`src/rtl/assert_macros.svh`:
```
// ---------------------------------------------------------------------------
// Assertion macros
// Implication and next-cycle checks, compiled out for synthesis.
// ---------------------------------------------------------------------------
`ifndef ASSERT_MACROS_SVH
`define ASSERT_MACROS_SVH

`ifndef SYNTHESIS

// Consequent must hold in the same cycle as the antecedent.
`define ASSERT_IMPLIES(lbl, clk, rstn, ante, cons, msg) \
    lbl: assert property (@(posedge clk) disable iff (!(rstn)) (ante) |-> (cons)) \
        else $error(msg);

// Consequent must hold in the cycle after the antecedent.
`define ASSERT_NEXT(lbl, clk, rstn, ante, cons, msg) \
    lbl: assert property (@(posedge clk) disable iff (!(rstn)) (ante) |=> (cons)) \
        else $error(msg);

`else

`define ASSERT_IMPLIES(lbl, clk, rstn, ante, cons, msg)
`define ASSERT_NEXT(lbl, clk, rstn, ante, cons, msg)

`endif

`endif

```
`src/rtl/hrwa_pkg.sv`:
```
// ---------------------------------------------------------------------------
// hrwa_pkg
// Shared widths, constants, register indexes and types of the rate averager.
// ---------------------------------------------------------------------------
`timescale 1ns / 1ps
`default_nettype none

package hrwa_pkg;

    localparam int RING_DEPTH_DEF = 64;

    localparam int TIME_W     = 32;
    localparam int RATE_W     = 12;
    localparam int WIN_W      = 16;
    localparam int CFG_IDX_W  = 2;
    localparam int CFG_DATA_W = 16;

    // 60 s/min * 1000 ms/s * 16 (Q8.4)
    localparam int RATE_SCALE = 960000;
    localparam int RATE_NUM_W = 20;

    localparam logic [WIN_W-1:0]  WINDOW_RST   = 16'd10000;
    localparam logic [RATE_W-1:0] MIN_RATE_RST = 12'd480;
    localparam logic [RATE_W-1:0] MAX_RATE_RST = 12'd3520;

    localparam logic [CFG_IDX_W-1:0] CFG_WINDOW   = 2'd0;
    localparam logic [CFG_IDX_W-1:0] CFG_MIN_RATE = 2'd1;
    localparam logic [CFG_IDX_W-1:0] CFG_MAX_RATE = 2'd2;

    typedef struct packed {
        logic [TIME_W-1:0] stamp;
        logic [RATE_W-1:0] rate;
    } ring_entry_t;

    typedef enum logic [2:0] {
        S_IDLE,
        S_RATE,
        S_WALK_START,
        S_WALK,
        S_AVG,
        S_AVG_WAIT,
        S_FINISH
    } hrwa_state_t;

endpackage

`default_nettype wire

```
`src/rtl/hrwa_ram.sv`:
```
// ---------------------------------------------------------------------------
// hrwa_ram
// Generic single-write, single-read RAM with registered read data.
// ---------------------------------------------------------------------------
`timescale 1ns / 1ps
`default_nettype none

module hrwa_ram #(
    parameter int WIDTH = 8,
    parameter int DEPTH = 64
) (
    input  wire logic                     clk,
    input  wire logic                     we,
    input  wire logic [$clog2(DEPTH)-1:0] waddr,
    input  wire logic [WIDTH-1:0]         wdata,
    input  wire logic [$clog2(DEPTH)-1:0] raddr,
    output      logic [WIDTH-1:0]         rdata
);

    logic [WIDTH-1:0] mem [DEPTH];

    always_ff @(posedge clk)
    begin
        if (we)
        begin
            mem[waddr] <= wdata;
        end
        rdata <= mem[raddr];
    end

endmodule

`default_nettype wire

```
`src/rtl/hrwa_div.sv`:
```
// ---------------------------------------------------------------------------
// hrwa_div
// Restoring unsigned divider, one quotient bit per cycle.
// ---------------------------------------------------------------------------
`timescale 1ns / 1ps
`default_nettype none

module hrwa_div
    import hrwa_pkg::*;
#(
    parameter int DIVIDEND_W = RATE_NUM_W
) (
    input  wire logic                  clk,
    input  wire logic                  rst_n,
    input  wire logic                  start,
    input  wire logic [DIVIDEND_W-1:0] dividend,
    input  wire logic [TIME_W-1:0]     divisor,
    output      logic                  done,
    output      logic [DIVIDEND_W-1:0] quotient
);

    localparam int CNT_W = $clog2(DIVIDEND_W + 1);

    logic                  busy_reg, busy_next;
    logic                  done_reg, done_next;
    logic [CNT_W-1:0]      cnt_reg, cnt_next;
    logic [DIVIDEND_W-1:0] quo_reg, quo_next;
    logic [TIME_W-1:0]     rem_reg, rem_next;
    logic [TIME_W-1:0]     dvs_reg, dvs_next;

    logic [TIME_W:0] shifted;
    logic [TIME_W:0] diff;
    logic            fits;

    assign shifted = {rem_reg, quo_reg[DIVIDEND_W-1]};
    assign fits    = shifted >= {1'b0, dvs_reg};
    assign diff    = shifted - {1'b0, dvs_reg};

    always_comb
    begin
        busy_next = busy_reg;
        done_next = 1'b0;
        cnt_next  = cnt_reg;
        quo_next  = quo_reg;
        rem_next  = rem_reg;
        dvs_next  = dvs_reg;
        if (start)
        begin
            busy_next = 1'b1;
            cnt_next  = CNT_W'(DIVIDEND_W);
            quo_next  = dividend;
            rem_next  = '0;
            dvs_next  = divisor;
        end
        else if (busy_reg)
        begin
            rem_next = fits ? diff[TIME_W-1:0] : shifted[TIME_W-1:0];
            quo_next = {quo_reg[DIVIDEND_W-2:0], fits};
            cnt_next = cnt_reg - CNT_W'(1);
            if (cnt_reg == CNT_W'(1))
            begin
                busy_next = 1'b0;
                done_next = 1'b1;
            end
        end
    end

    always_ff @(posedge clk or negedge rst_n)
    begin
        if (!rst_n)
        begin
            busy_reg <= 1'b0;
            done_reg <= 1'b0;
            cnt_reg  <= '0;
        end
        else
        begin
            busy_reg <= busy_next;
            done_reg <= done_next;
            cnt_reg  <= cnt_next;
        end
    end

    always_ff @(posedge clk)
    begin
        quo_reg <= quo_next;
        rem_reg <= rem_next;
        dvs_reg <= dvs_next;
    end

    assign done     = done_reg;
    assign quotient = quo_reg;

endmodule

`default_nettype wire

```
`src/rtl/heart_rate_window_average_unit.sv`:
```
// ---------------------------------------------------------------------------
// heart_rate_window_average_unit
// Beat-rate tracker with a time-windowed average over a ring of past rates.
// ---------------------------------------------------------------------------
// One beat in, one result out. A beat (tuser = 1) turns the interval since the
// previous beat into a Q8.4 rate of 960000 / interval, stores it with its time
// when it lies in the configured band, then every item returns the last rate
// and the truncated mean of the stored rates no older than window_ms. The
// block takes one item at a time. A beat with a usable interval first runs
// the rate division; the walk then reads the ring from the newest entry (the
// entries inside the window plus the first older one, at most RING_DEPTH),
// and the mean over a nonempty walk is taken on the same divider. The time an
// item takes is set by the shared one-bit-per-cycle divider and the single
// read port of the ring memory. The result sits in an output register, so
// the next item is taken while it waits; if it still waits when the next
// result is ready, the block holds until m_tready takes it. Configuration
// writes are taken at any time but should only be made when idle.
// ---------------------------------------------------------------------------
`timescale 1ns / 1ps
`default_nettype none

`include "assert_macros.svh"

module heart_rate_window_average_unit
    import hrwa_pkg::*;
#(
    parameter int RING_DEPTH = RING_DEPTH_DEF
) (
    input  wire logic                  clk,
    input  wire logic                  rst_n,
    input  wire logic                  cfg_we,
    input  wire logic [CFG_IDX_W-1:0]  cfg_index,
    input  wire logic [CFG_DATA_W-1:0] cfg_wdata,
    input  wire logic                  s_tvalid,
    output      logic                  s_tready,
    input  wire logic [31:0]           s_tdata,   // [31:0] time_ms
    input  wire logic [0:0]            s_tuser,   // [0] cmd
    output      logic                  m_tvalid,
    input  wire logic                  m_tready,
    output      logic [23:0]           m_tdata,   // [11:0] last_rate_q4, [23:12] avg_rate_q4
    output      logic [0:0]            m_tuser    // [0] beat_stored
);

    localparam int ADDR_W  = $clog2(RING_DEPTH);
    localparam int FILL_W  = $clog2(RING_DEPTH + 1);
    localparam int SUM_W   = RATE_W + FILL_W;
    localparam int DIV_W   = (SUM_W > RATE_NUM_W) ? SUM_W : RATE_NUM_W;
    localparam int ENTRY_W = $bits(ring_entry_t);

    hrwa_state_t state_reg, state_next;

    logic [WIN_W-1:0]  window_reg;
    logic [RATE_W-1:0] min_rate_reg;
    logic [RATE_W-1:0] max_rate_reg;

    logic [TIME_W-1:0] time_reg, time_next;
    logic [TIME_W-1:0] cutoff_reg, cutoff_next;
    logic [TIME_W-1:0] prev_beat_reg, prev_beat_next;
    logic [RATE_W-1:0] last_rate_reg, last_rate_next;
    logic [ADDR_W-1:0] write_pos_reg, write_pos_next;
    logic [FILL_W-1:0] fill_reg, fill_next;
    logic [ADDR_W-1:0] rd_idx_reg, rd_idx_next;
    logic [SUM_W-1:0]  sum_reg, sum_next;
    logic [FILL_W-1:0] cnt_reg, cnt_next;
    logic              stored_reg, stored_next;
    logic [RATE_W-1:0] avg_reg, avg_next;
    logic              m_tvalid_reg, m_tvalid_next;
    logic [23:0]       m_tdata_reg, m_tdata_next;
    logic [0:0]        m_tuser_reg, m_tuser_next;

    logic              in_accept;
    logic [TIME_W-1:0] delta;
    logic              beat_go;
    logic              div_start;
    logic [DIV_W-1:0]  div_dividend;
    logic [TIME_W-1:0] div_divisor;
    logic              div_done;
    logic [DIV_W-1:0]  div_q;
    logic              in_band;
    logic              push;
    logic              out_free;
    logic              hit;

    logic [ADDR_W-1:0]  wpos_dec;
    logic [ADDR_W-1:0]  ram_raddr;
    logic [ADDR_W-1:0]  raddr_dec;
    logic [ENTRY_W-1:0] ram_rdata;
    ring_entry_t        rd_entry;
    ring_entry_t        wr_entry;

    assign in_accept = s_tvalid && s_tready;
    assign delta     = s_tdata - prev_beat_reg;
    assign beat_go   = s_tuser[0] && (prev_beat_reg != '0) && (delta != '0);
    assign in_band   = (div_q >= DIV_W'(min_rate_reg)) && (div_q <= DIV_W'(max_rate_reg));
    assign push      = (state_reg == S_RATE) && div_done && in_band;
    assign out_free  = !m_tvalid_reg || m_tready;

    assign wpos_dec  = (write_pos_reg == '0) ? ADDR_W'(RING_DEPTH - 1)
                                             : write_pos_reg - ADDR_W'(1);
    assign ram_raddr = (state_reg == S_WALK) ? rd_idx_reg : wpos_dec;
    assign raddr_dec = (ram_raddr == '0) ? ADDR_W'(RING_DEPTH - 1)
                                         : ram_raddr - ADDR_W'(1);
    assign rd_entry  = ring_entry_t'(ram_rdata);
    assign hit       = rd_entry.stamp >= cutoff_reg;

    assign wr_entry.stamp = time_reg;
    assign wr_entry.rate  = div_q[RATE_W-1:0];

    // shared divider: rate at beat time, mean at the end of the walk
    assign div_start    = (in_accept && beat_go) || ((state_reg == S_AVG) && (cnt_reg != '0));
    assign div_dividend = (state_reg == S_IDLE) ? DIV_W'(RATE_SCALE) : DIV_W'(sum_reg);
    assign div_divisor  = (state_reg == S_IDLE) ? delta : TIME_W'(cnt_reg);

    hrwa_div #(
        .DIVIDEND_W (DIV_W)
    ) u_div (
        .clk      (clk),
        .rst_n    (rst_n),
        .start    (div_start),
        .dividend (div_dividend),
        .divisor  (div_divisor),
        .done     (div_done),
        .quotient (div_q)
    );

    hrwa_ram #(
        .WIDTH (ENTRY_W),
        .DEPTH (RING_DEPTH)
    ) u_ring (
        .clk   (clk),
        .we    (push),
        .waddr (write_pos_reg),
        .wdata (wr_entry),
        .raddr (ram_raddr),
        .rdata (ram_rdata)
    );

    // next state
    always_comb
    begin
        state_next = state_reg;
        unique case (state_reg)
            S_IDLE:
            begin
                if (in_accept)
                begin
                    state_next = beat_go ? S_RATE : S_WALK_START;
                end
            end
            S_RATE:
            begin
                if (div_done)
                begin
                    state_next = S_WALK_START;
                end
            end
            S_WALK_START:
            begin
                state_next = (fill_reg == '0) ? S_AVG : S_WALK;
            end
            S_WALK:
            begin
                if (!hit || ((cnt_reg + FILL_W'(1)) == fill_reg))
                begin
                    state_next = S_AVG;
                end
            end
            S_AVG:
            begin
                state_next = (cnt_reg == '0) ? S_FINISH : S_AVG_WAIT;
            end
            S_AVG_WAIT:
            begin
                if (div_done)
                begin
                    state_next = S_FINISH;
                end
            end
            S_FINISH:
            begin
                if (out_free)
                begin
                    state_next = S_IDLE;
                end
            end
            default:
            begin
                state_next = S_IDLE;
            end
        endcase
    end

    // datapath and outputs
    always_comb
    begin
        time_next      = time_reg;
        cutoff_next    = cutoff_reg;
        prev_beat_next = prev_beat_reg;
        last_rate_next = last_rate_reg;
        write_pos_next = write_pos_reg;
        fill_next      = fill_reg;
        rd_idx_next    = rd_idx_reg;
        sum_next       = sum_reg;
        cnt_next       = cnt_reg;
        stored_next    = stored_reg;
        avg_next       = avg_reg;
        m_tvalid_next  = m_tvalid_reg && !m_tready;
        m_tdata_next   = m_tdata_reg;
        m_tuser_next   = m_tuser_reg;
        s_tready       = 1'b0;
        unique case (state_reg)
            S_IDLE:
            begin
                s_tready = 1'b1;
                if (in_accept)
                begin
                    time_next   = s_tdata;
                    cutoff_next = (s_tdata > TIME_W'(window_reg))
                                ? s_tdata - TIME_W'(window_reg) : '0;
                    stored_next = 1'b0;
                    if (s_tuser[0])
                    begin
                        prev_beat_next = s_tdata;
                    end
                end
            end
            S_RATE:
            begin
                if (push)
                begin
                    last_rate_next = div_q[RATE_W-1:0];
                    stored_next    = 1'b1;
                    write_pos_next = (write_pos_reg == ADDR_W'(RING_DEPTH - 1))
                                   ? '0 : write_pos_reg + ADDR_W'(1);
                    if (fill_reg != FILL_W'(RING_DEPTH))
                    begin
                        fill_next = fill_reg + FILL_W'(1);
                    end
                end
            end
            S_WALK_START:
            begin
                sum_next    = '0;
                cnt_next    = '0;
                rd_idx_next = raddr_dec;
            end
            S_WALK:
            begin
                rd_idx_next = raddr_dec;
                if (hit)
                begin
                    sum_next = sum_reg + SUM_W'(rd_entry.rate);
                    cnt_next = cnt_reg + FILL_W'(1);
                end
            end
            S_AVG:
            begin
                avg_next = '0;
            end
            S_AVG_WAIT:
            begin
                if (div_done)
                begin
                    avg_next = div_q[RATE_W-1:0];
                end
            end
            S_FINISH:
            begin
                if (out_free)
                begin
                    m_tvalid_next = 1'b1;
                    m_tdata_next  = {avg_reg, last_rate_reg};
                    m_tuser_next  = stored_reg;
                end
            end
            default:
            begin
            end
        endcase
    end

    // configuration registers
    always_ff @(posedge clk or negedge rst_n)
    begin
        if (!rst_n)
        begin
            window_reg   <= WINDOW_RST;
            min_rate_reg <= MIN_RATE_RST;
            max_rate_reg <= MAX_RATE_RST;
        end
        else if (cfg_we)
        begin
            unique case (cfg_index)
                CFG_WINDOW:   window_reg   <= cfg_wdata;
                CFG_MIN_RATE: min_rate_reg <= cfg_wdata[RATE_W-1:0];
                CFG_MAX_RATE: max_rate_reg <= cfg_wdata[RATE_W-1:0];
                default:
                begin
                end
            endcase
        end
    end

    always_ff @(posedge clk or negedge rst_n)
    begin
        if (!rst_n)
        begin
            state_reg     <= S_IDLE;
            prev_beat_reg <= '0;
            last_rate_reg <= '0;
            write_pos_reg <= '0;
            fill_reg      <= '0;
            cnt_reg       <= '0;
            m_tvalid_reg  <= 1'b0;
        end
        else
        begin
            state_reg     <= state_next;
            prev_beat_reg <= prev_beat_next;
            last_rate_reg <= last_rate_next;
            write_pos_reg <= write_pos_next;
            fill_reg      <= fill_next;
            cnt_reg       <= cnt_next;
            m_tvalid_reg  <= m_tvalid_next;
        end
    end

    always_ff @(posedge clk)
    begin
        time_reg    <= time_next;
        cutoff_reg  <= cutoff_next;
        rd_idx_reg  <= rd_idx_next;
        sum_reg     <= sum_next;
        stored_reg  <= stored_next;
        avg_reg     <= avg_next;
        m_tdata_reg <= m_tdata_next;
        m_tuser_reg <= m_tuser_next;
    end

    assign m_tvalid = m_tvalid_reg;
    assign m_tdata  = m_tdata_reg;
    assign m_tuser  = m_tuser_reg;

    `ASSERT_IMPLIES(a_fill_bound, clk, rst_n, 1'b1, fill_reg <= FILL_W'(RING_DEPTH), "fill over depth")
    `ASSERT_IMPLIES(a_walk_bound, clk, rst_n, state_reg == S_WALK, cnt_reg < fill_reg, "walk overrun")
    `ASSERT_IMPLIES(a_div_owner, clk, rst_n, div_done, state_reg == S_RATE || state_reg == S_AVG_WAIT, "stray div done")
    `ASSERT_NEXT(a_busy_after_accept, clk, rst_n, in_accept, !s_tready, "ready while busy")

endmodule

`default_nettype wire

```
`config.mk`:
```
export PLATFORM = sky130hd
export DESIGN_NAME = heart_rate_window_average_unit
export DESIGN_NICKNAME = d
export VERILOG_FILES = /design/src/rtl/hrwa_pkg.sv /design/src/rtl/hrwa_ram.sv /design/src/rtl/hrwa_div.sv /design/src/rtl/heart_rate_window_average_unit.sv
export VERILOG_INCLUDE_DIRS = /design/src /design/src/rtl
export SDC_FILE = /design/constraint.sdc
export NUM_CORES = 2
export LEC_CHECK = 0
export BUFFER_PORTS_ARGS = -buffer_cell sky130_fd_sc_hd__buf_2
export CAP_MARGIN = 20
export CORE_AREA = 2 2 396 595
export DETAILED_ROUTE_END_ITERATION = 10
export DIE_AREA = 0 0 398 597
export GPL_ROUTABILITY_DRIVEN = 0
export PLACE_DENSITY = 0.75
export SLEW_MARGIN = 0
export SYNTH_ARGS = -nofsm -noshare
export SYNTH_HDL_FRONTEND = slang
export SYNTH_SLANG_ARGS = --single-unit
```
`constraint.sdc`:
```
create_clock -name clk -period 6.8 [get_ports clk]
set_clock_uncertainty 0.15 [all_clocks]
set_input_delay 0.68 -clock clk [delete_from_list [all_inputs] [get_ports clk]]
set_output_delay 0.68 -clock clk [all_outputs]
set_load 0.1 [all_outputs]
```
==> impl_summary.log <==
[metrics] run status: complete, no violations
[metrics] share of the synthesized area in the top cell type: 68.22%
[metrics] final setup violation count: 0
[metrics] Synth cell types: 86
[metrics] final slew viol count: 0
[metrics] Non-Filler Instances: 13,730
[metrics] footprint of the flip-flops and latches: 94,350 um2
[metrics] Top FF cell, synth: sky130_fd_sc_hd__edfxtp_1
[metrics] global-route usage over all layers: 29.45%
[metrics] pwr dens: 329.7 nW/um2
[metrics] category of the worst setup path capture point: flop
[metrics] arrival time reported for the critical path endpoint: 6100 ps
[metrics] pin count of the biggest net entering global routing: 152
[metrics] number of flops mapped to enable cells by yosys: 2,995
[metrics] vertical die dimension: 597 um
[metrics] register bank with the most flops: u_ring.mem
[metrics] Clock Sinks: 3,186
[metrics] longest individual stage delay on the worst path: 910 ps
[metrics] sequential fraction of the synthesis area: 71.57%
[metrics] Max-slew headroom: 17.53%
[metrics] warning count from the yosys run: 0
[metrics] commonest non-fill, non-tap cells in the layout: sky130_fd_sc_hd__edfxtp_1, sky130_fd_sc_hd__nand2_1, sky130_fd_sc_hd__nand3_1
[metrics] number of H-tree branching levels: 5
[metrics] CTS tree: built
[metrics] source-to-sink clock delay at the later pin of the worst-skew pair: 870 ps
[metrics] post-route antenna net violation count: 0
[metrics] via count of the first global-routing pass: 85,940
[metrics] RSZ-0062 raised after global routing: false
[metrics] total of hold buffers inserted after clock tree synthesis: 46
[metrics] Syn Std Cell Area: 131,800 um2
[metrics] Final Hold Fails: 0
[metrics] global route total overflow: 0
[metrics] number of cells on the worst reg-to-reg path: 16
[metrics] number of placed instances, taps included: 13,170
[metrics] port buffer count: 82
[metrics] antenna violations before repair: 11
[metrics] Least-Margin Pin Slew: 1230 ps
[metrics] net count after synthesis: 10,650
[metrics] chip width: 398 um
[metrics] total number of vias: 89,080
[metrics] number of optimization iterations in the first detailed-route pass: 8
[metrics] Period Utilization, post-route: 81.76%
[metrics] critical path data required time: 7340 ps
[metrics] Max Freq: 0.1799 GHz
[metrics] worst setup margin: 1241 ps
[metrics] Synth area leader: sky130_fd_sc_hd__edfxtp_1
[metrics] drt first-iter violations: 11,280
[metrics] number of vias per cell: 6.488
[metrics] type of the worst setup path: reg -> reg
[metrics] detailed-route DRC error count: 0
[metrics] area of the core region: 232,100 um2
[metrics] buffers inserted during post-CTS setup optimization: 0
[metrics] Wirelength per Cell: 25.99 um
[metrics] Synth Instances: 10,440
[metrics] number of storage elements in the synthesis netlist: 3,186
[metrics] peak ir drop on the vdd network: 0.4046 mV
[metrics] Startpoint Class: flop
[metrics] cell types with the largest area share after synthesis: sky130_fd_sc_hd__edfxtp_1, sky130_fd_sc_hd__nand2_1, sky130_fd_sc_hd__a311oi_1
[metrics] Filler Cell Count: 16,260
[metrics] layout net count: 10,660
[metrics] Total Wirelength: 356,900 um
[metrics] number of buffers on the longest clock path: 4
[metrics] Cell Rows: 217
[metrics] clock-pin slew on the worst setup and hold paths: 60 ps
[metrics] Regs by FF count: u_ring.mem: 2816 flops, u_ring.rdata: 44 flops
[metrics] max FFs per register: 2,816
[metrics] commonest non-fill, non-tap cell in the layout: sky130_fd_sc_hd__edfxtp_1
[metrics] Avg Synthesized Cell Area: 12.63 um2
[metrics] cell at the slowest stage of the critical path: sky130_fd_sc_hd__a211oi_1
[metrics] layout cells sized above 1: 8.945%
[metrics] area growth from synthesis to final layout: 10.80%
[metrics] total die area: 237,600 um2
[metrics] count of instances resized after the clock tree is built: 0
[metrics] number of buffers added by the clock tree synthesis step: 284
[metrics] worst hold path stage count: 1
[metrics] area occupied by multi-input gates: 34,630 um2
[metrics] root buf cell: sky130_fd_sc_hd__clkbuf_16
[metrics] peak fanout along the critical path: 148
[metrics] CP cell instances: nand2b_1 -> inv_1 -> buf_4 -> nand2_1 -> o211ai_1 -> o21a_4 -> inv_8 -> buf_12 -> buf_4 -> nand2_1 -> and3_1 -> a311oi_1 -> a311oi_1 -> nor3_1 -> a211oi_1 -> a21oi_1
[metrics] number of primary I/O pins: 83
[metrics] total of max-cap violations: 0
[metrics] final critical delay including setup and external delays: 5559 ps
[metrics] post-placement setup slack: 1152 ps
[metrics] initial core utilization: 56.79%
[metrics] worst hold path class: in -> reg
[metrics] Post-synth ARST share: 3.610%
[metrics] half-perimeter wire length after placement: 197,000 um
[metrics] global-route wire length before repair: 526,100 um
[metrics] static leakage: 0.05080 uW
-- per-stage QoR --
| stage | power, uW | cell area (um2) | setup TNS, ps | hold WS, ps | util [%] |
|---|---|---|---|---|---|
| 6_report | 48160 | 146100 | 0 | 38.27 | 62.93 |
| 2_1_floorplan | 29940 | 131800 | -8262 | 234.4 | - |
| 5_1_grt | 49700 | 146100 | 0 | 16.55 | 62.92 |
| 4_1_cts | 48100 | 146100 | 0 | 0.9288 | 62.92 |
| 3_5_place_dp | 32620 | 136700 | 0 | 255.6 | 58.87 |
| 3_3_place_gp | 32320 | 136600 | 0 | 253.3 | 58.86 |
-- where the power goes --
group	switching (uW)	leakage (uW)	internal, uW	total [uW]
clock	6980	0.00435	8760	15700
combinational	5900	0.0174	2650	8560
sequential	513	0.0291	23300	23900
-- routing by layer --
metal	GRT usage, %	wire (um)
met4	16.76	22640
met2	49.44	175500
met1	36.34	122800
met5	0	42
met3	4.628	35870
-- final cells by class --
type	instances	share of cell area, %
Timing Repair Buffer	403	2.457
Clock buffer	361	5.292
Multi-Input combinational cell	6377	23.70
Sequential cell	3186	64.59
Clock inverter	140	0.8214
Inverter	187	0.4908
Antenna cell	10	0.01713
Tap cell	3066	2.626
-- critical path, delay by kind of cell (launching register included) --
kind                   cells  cell delay (ps)
AND/OR/NAND/NOR            5              940
AO/OA/AOI/OAI              6             2200
buffers and inverters      5             1450
flip-flops                 1              490
-- cells in the mapped netlist (5+ instances only) --
| library cell | count |
|---|---|
| sky130_fd_sc_hd__a211oi_2 | 11 |
| sky130_fd_sc_hd__mux2i_1 | 25 |
| sky130_fd_sc_hd__a211oi_1 | 69 |
| sky130_fd_sc_hd__nor4_1 | 13 |
| sky130_fd_sc_hd__nor2_1 | 176 |
| sky130_fd_sc_hd__a311oi_1 | 621 |
| sky130_fd_sc_hd__xor2_1 | 35 |
| sky130_fd_sc_hd__a2111oi_0 | 6 |
| sky130_fd_sc_hd__and2_1 | 22 |
| sky130_fd_sc_hd__a31oi_1 | 98 |
| sky130_fd_sc_hd__and3_1 | 383 |
| sky130_fd_sc_hd__a21oi_1 | 285 |
| sky130_fd_sc_hd__dfxtp_1 | 76 |
| sky130_fd_sc_hd__dfstp_2 | 14 |
| sky130_fd_sc_hd__nand4_1 | 31 |
| sky130_fd_sc_hd__nand3b_1 | 7 |
| sky130_fd_sc_hd__and4_1 | 6 |
| sky130_fd_sc_hd__o211ai_1 | 15 |
| sky130_fd_sc_hd__or4_1 | 6 |
| sky130_fd_sc_hd__o31a_1 | 10 |
| sky130_fd_sc_hd__dfrtp_1 | 101 |
| sky130_fd_sc_hd__o41ai_1 | 5 |
| sky130_fd_sc_hd__a21boi_0 | 7 |
| sky130_fd_sc_hd__a21o_1 | 46 |
| sky130_fd_sc_hd__o21ai_0 | 131 |
| sky130_fd_sc_hd__a211o_1 | 7 |
| sky130_fd_sc_hd__or2_2 | 10 |
| sky130_fd_sc_hd__buf_1 | 50 |
| sky130_fd_sc_hd__nor3_1 | 187 |
| sky130_fd_sc_hd__nor2b_1 | 21 |
| sky130_fd_sc_hd__or3_1 | 27 |
| sky130_fd_sc_hd__mux2_2 | 73 |
| sky130_fd_sc_hd__nand2_1 | 2978 |
| sky130_fd_sc_hd__inv_1 | 186 |
| sky130_fd_sc_hd__edfxtp_1 | 2995 |
| sky130_fd_sc_hd__nand3_1 | 733 |
| sky130_fd_sc_hd__ha_1 | 157 |
| sky130_fd_sc_hd__nand2b_1 | 24 |
| sky130_fd_sc_hd__o21a_1 | 18 |
| sky130_fd_sc_hd__xnor2_1 | 54 |
| sky130_fd_sc_hd__nor3b_1 | 6 |
| sky130_fd_sc_hd__clkbuf_1 | 632 |
| sky130_fd_sc_hd__o21bai_1 | 9 |
| sky130_fd_sc_hd__o31ai_1 | 7 |
-- worst paths after layout --
kind / start / to / slack, ps
max: state_reg[2] / u_ring.rdata[26] / 1240
min: s_tdata[17] / time_reg[17] / 40
max reg2reg: state_reg[2] / u_ring.rdata[26] / 1240
min reg2reg: stored_reg / m_tuser / 270
max in group asynchronous: rst_n / u_div.busy_reg / 4830
min in group asynchronous: rst_n / prev_beat_reg[10] / 310
-- kinds of logic (layout without fill, tap and decap cells) --
| group | count (synthesis) | after routing | synth area share [%] |
|---|---|---|---|
| compound gates | 1386 | 1386 | 7.744 |
| other cells | 0 | 10 | 0 |
| flops | 3186 | 3186 | 71.57 |
| fa+ha+maj | 161 | 161 | 1.551 |
| mux | 98 | 98 | 0.8133 |
| simple gates | 4643 | 4643 | 15.23 |
| xor+xnor | 89 | 89 | 0.5912 |
| buf+inv | 874 | 1091 | 2.503 |
(Power assumes the default switching activity.)
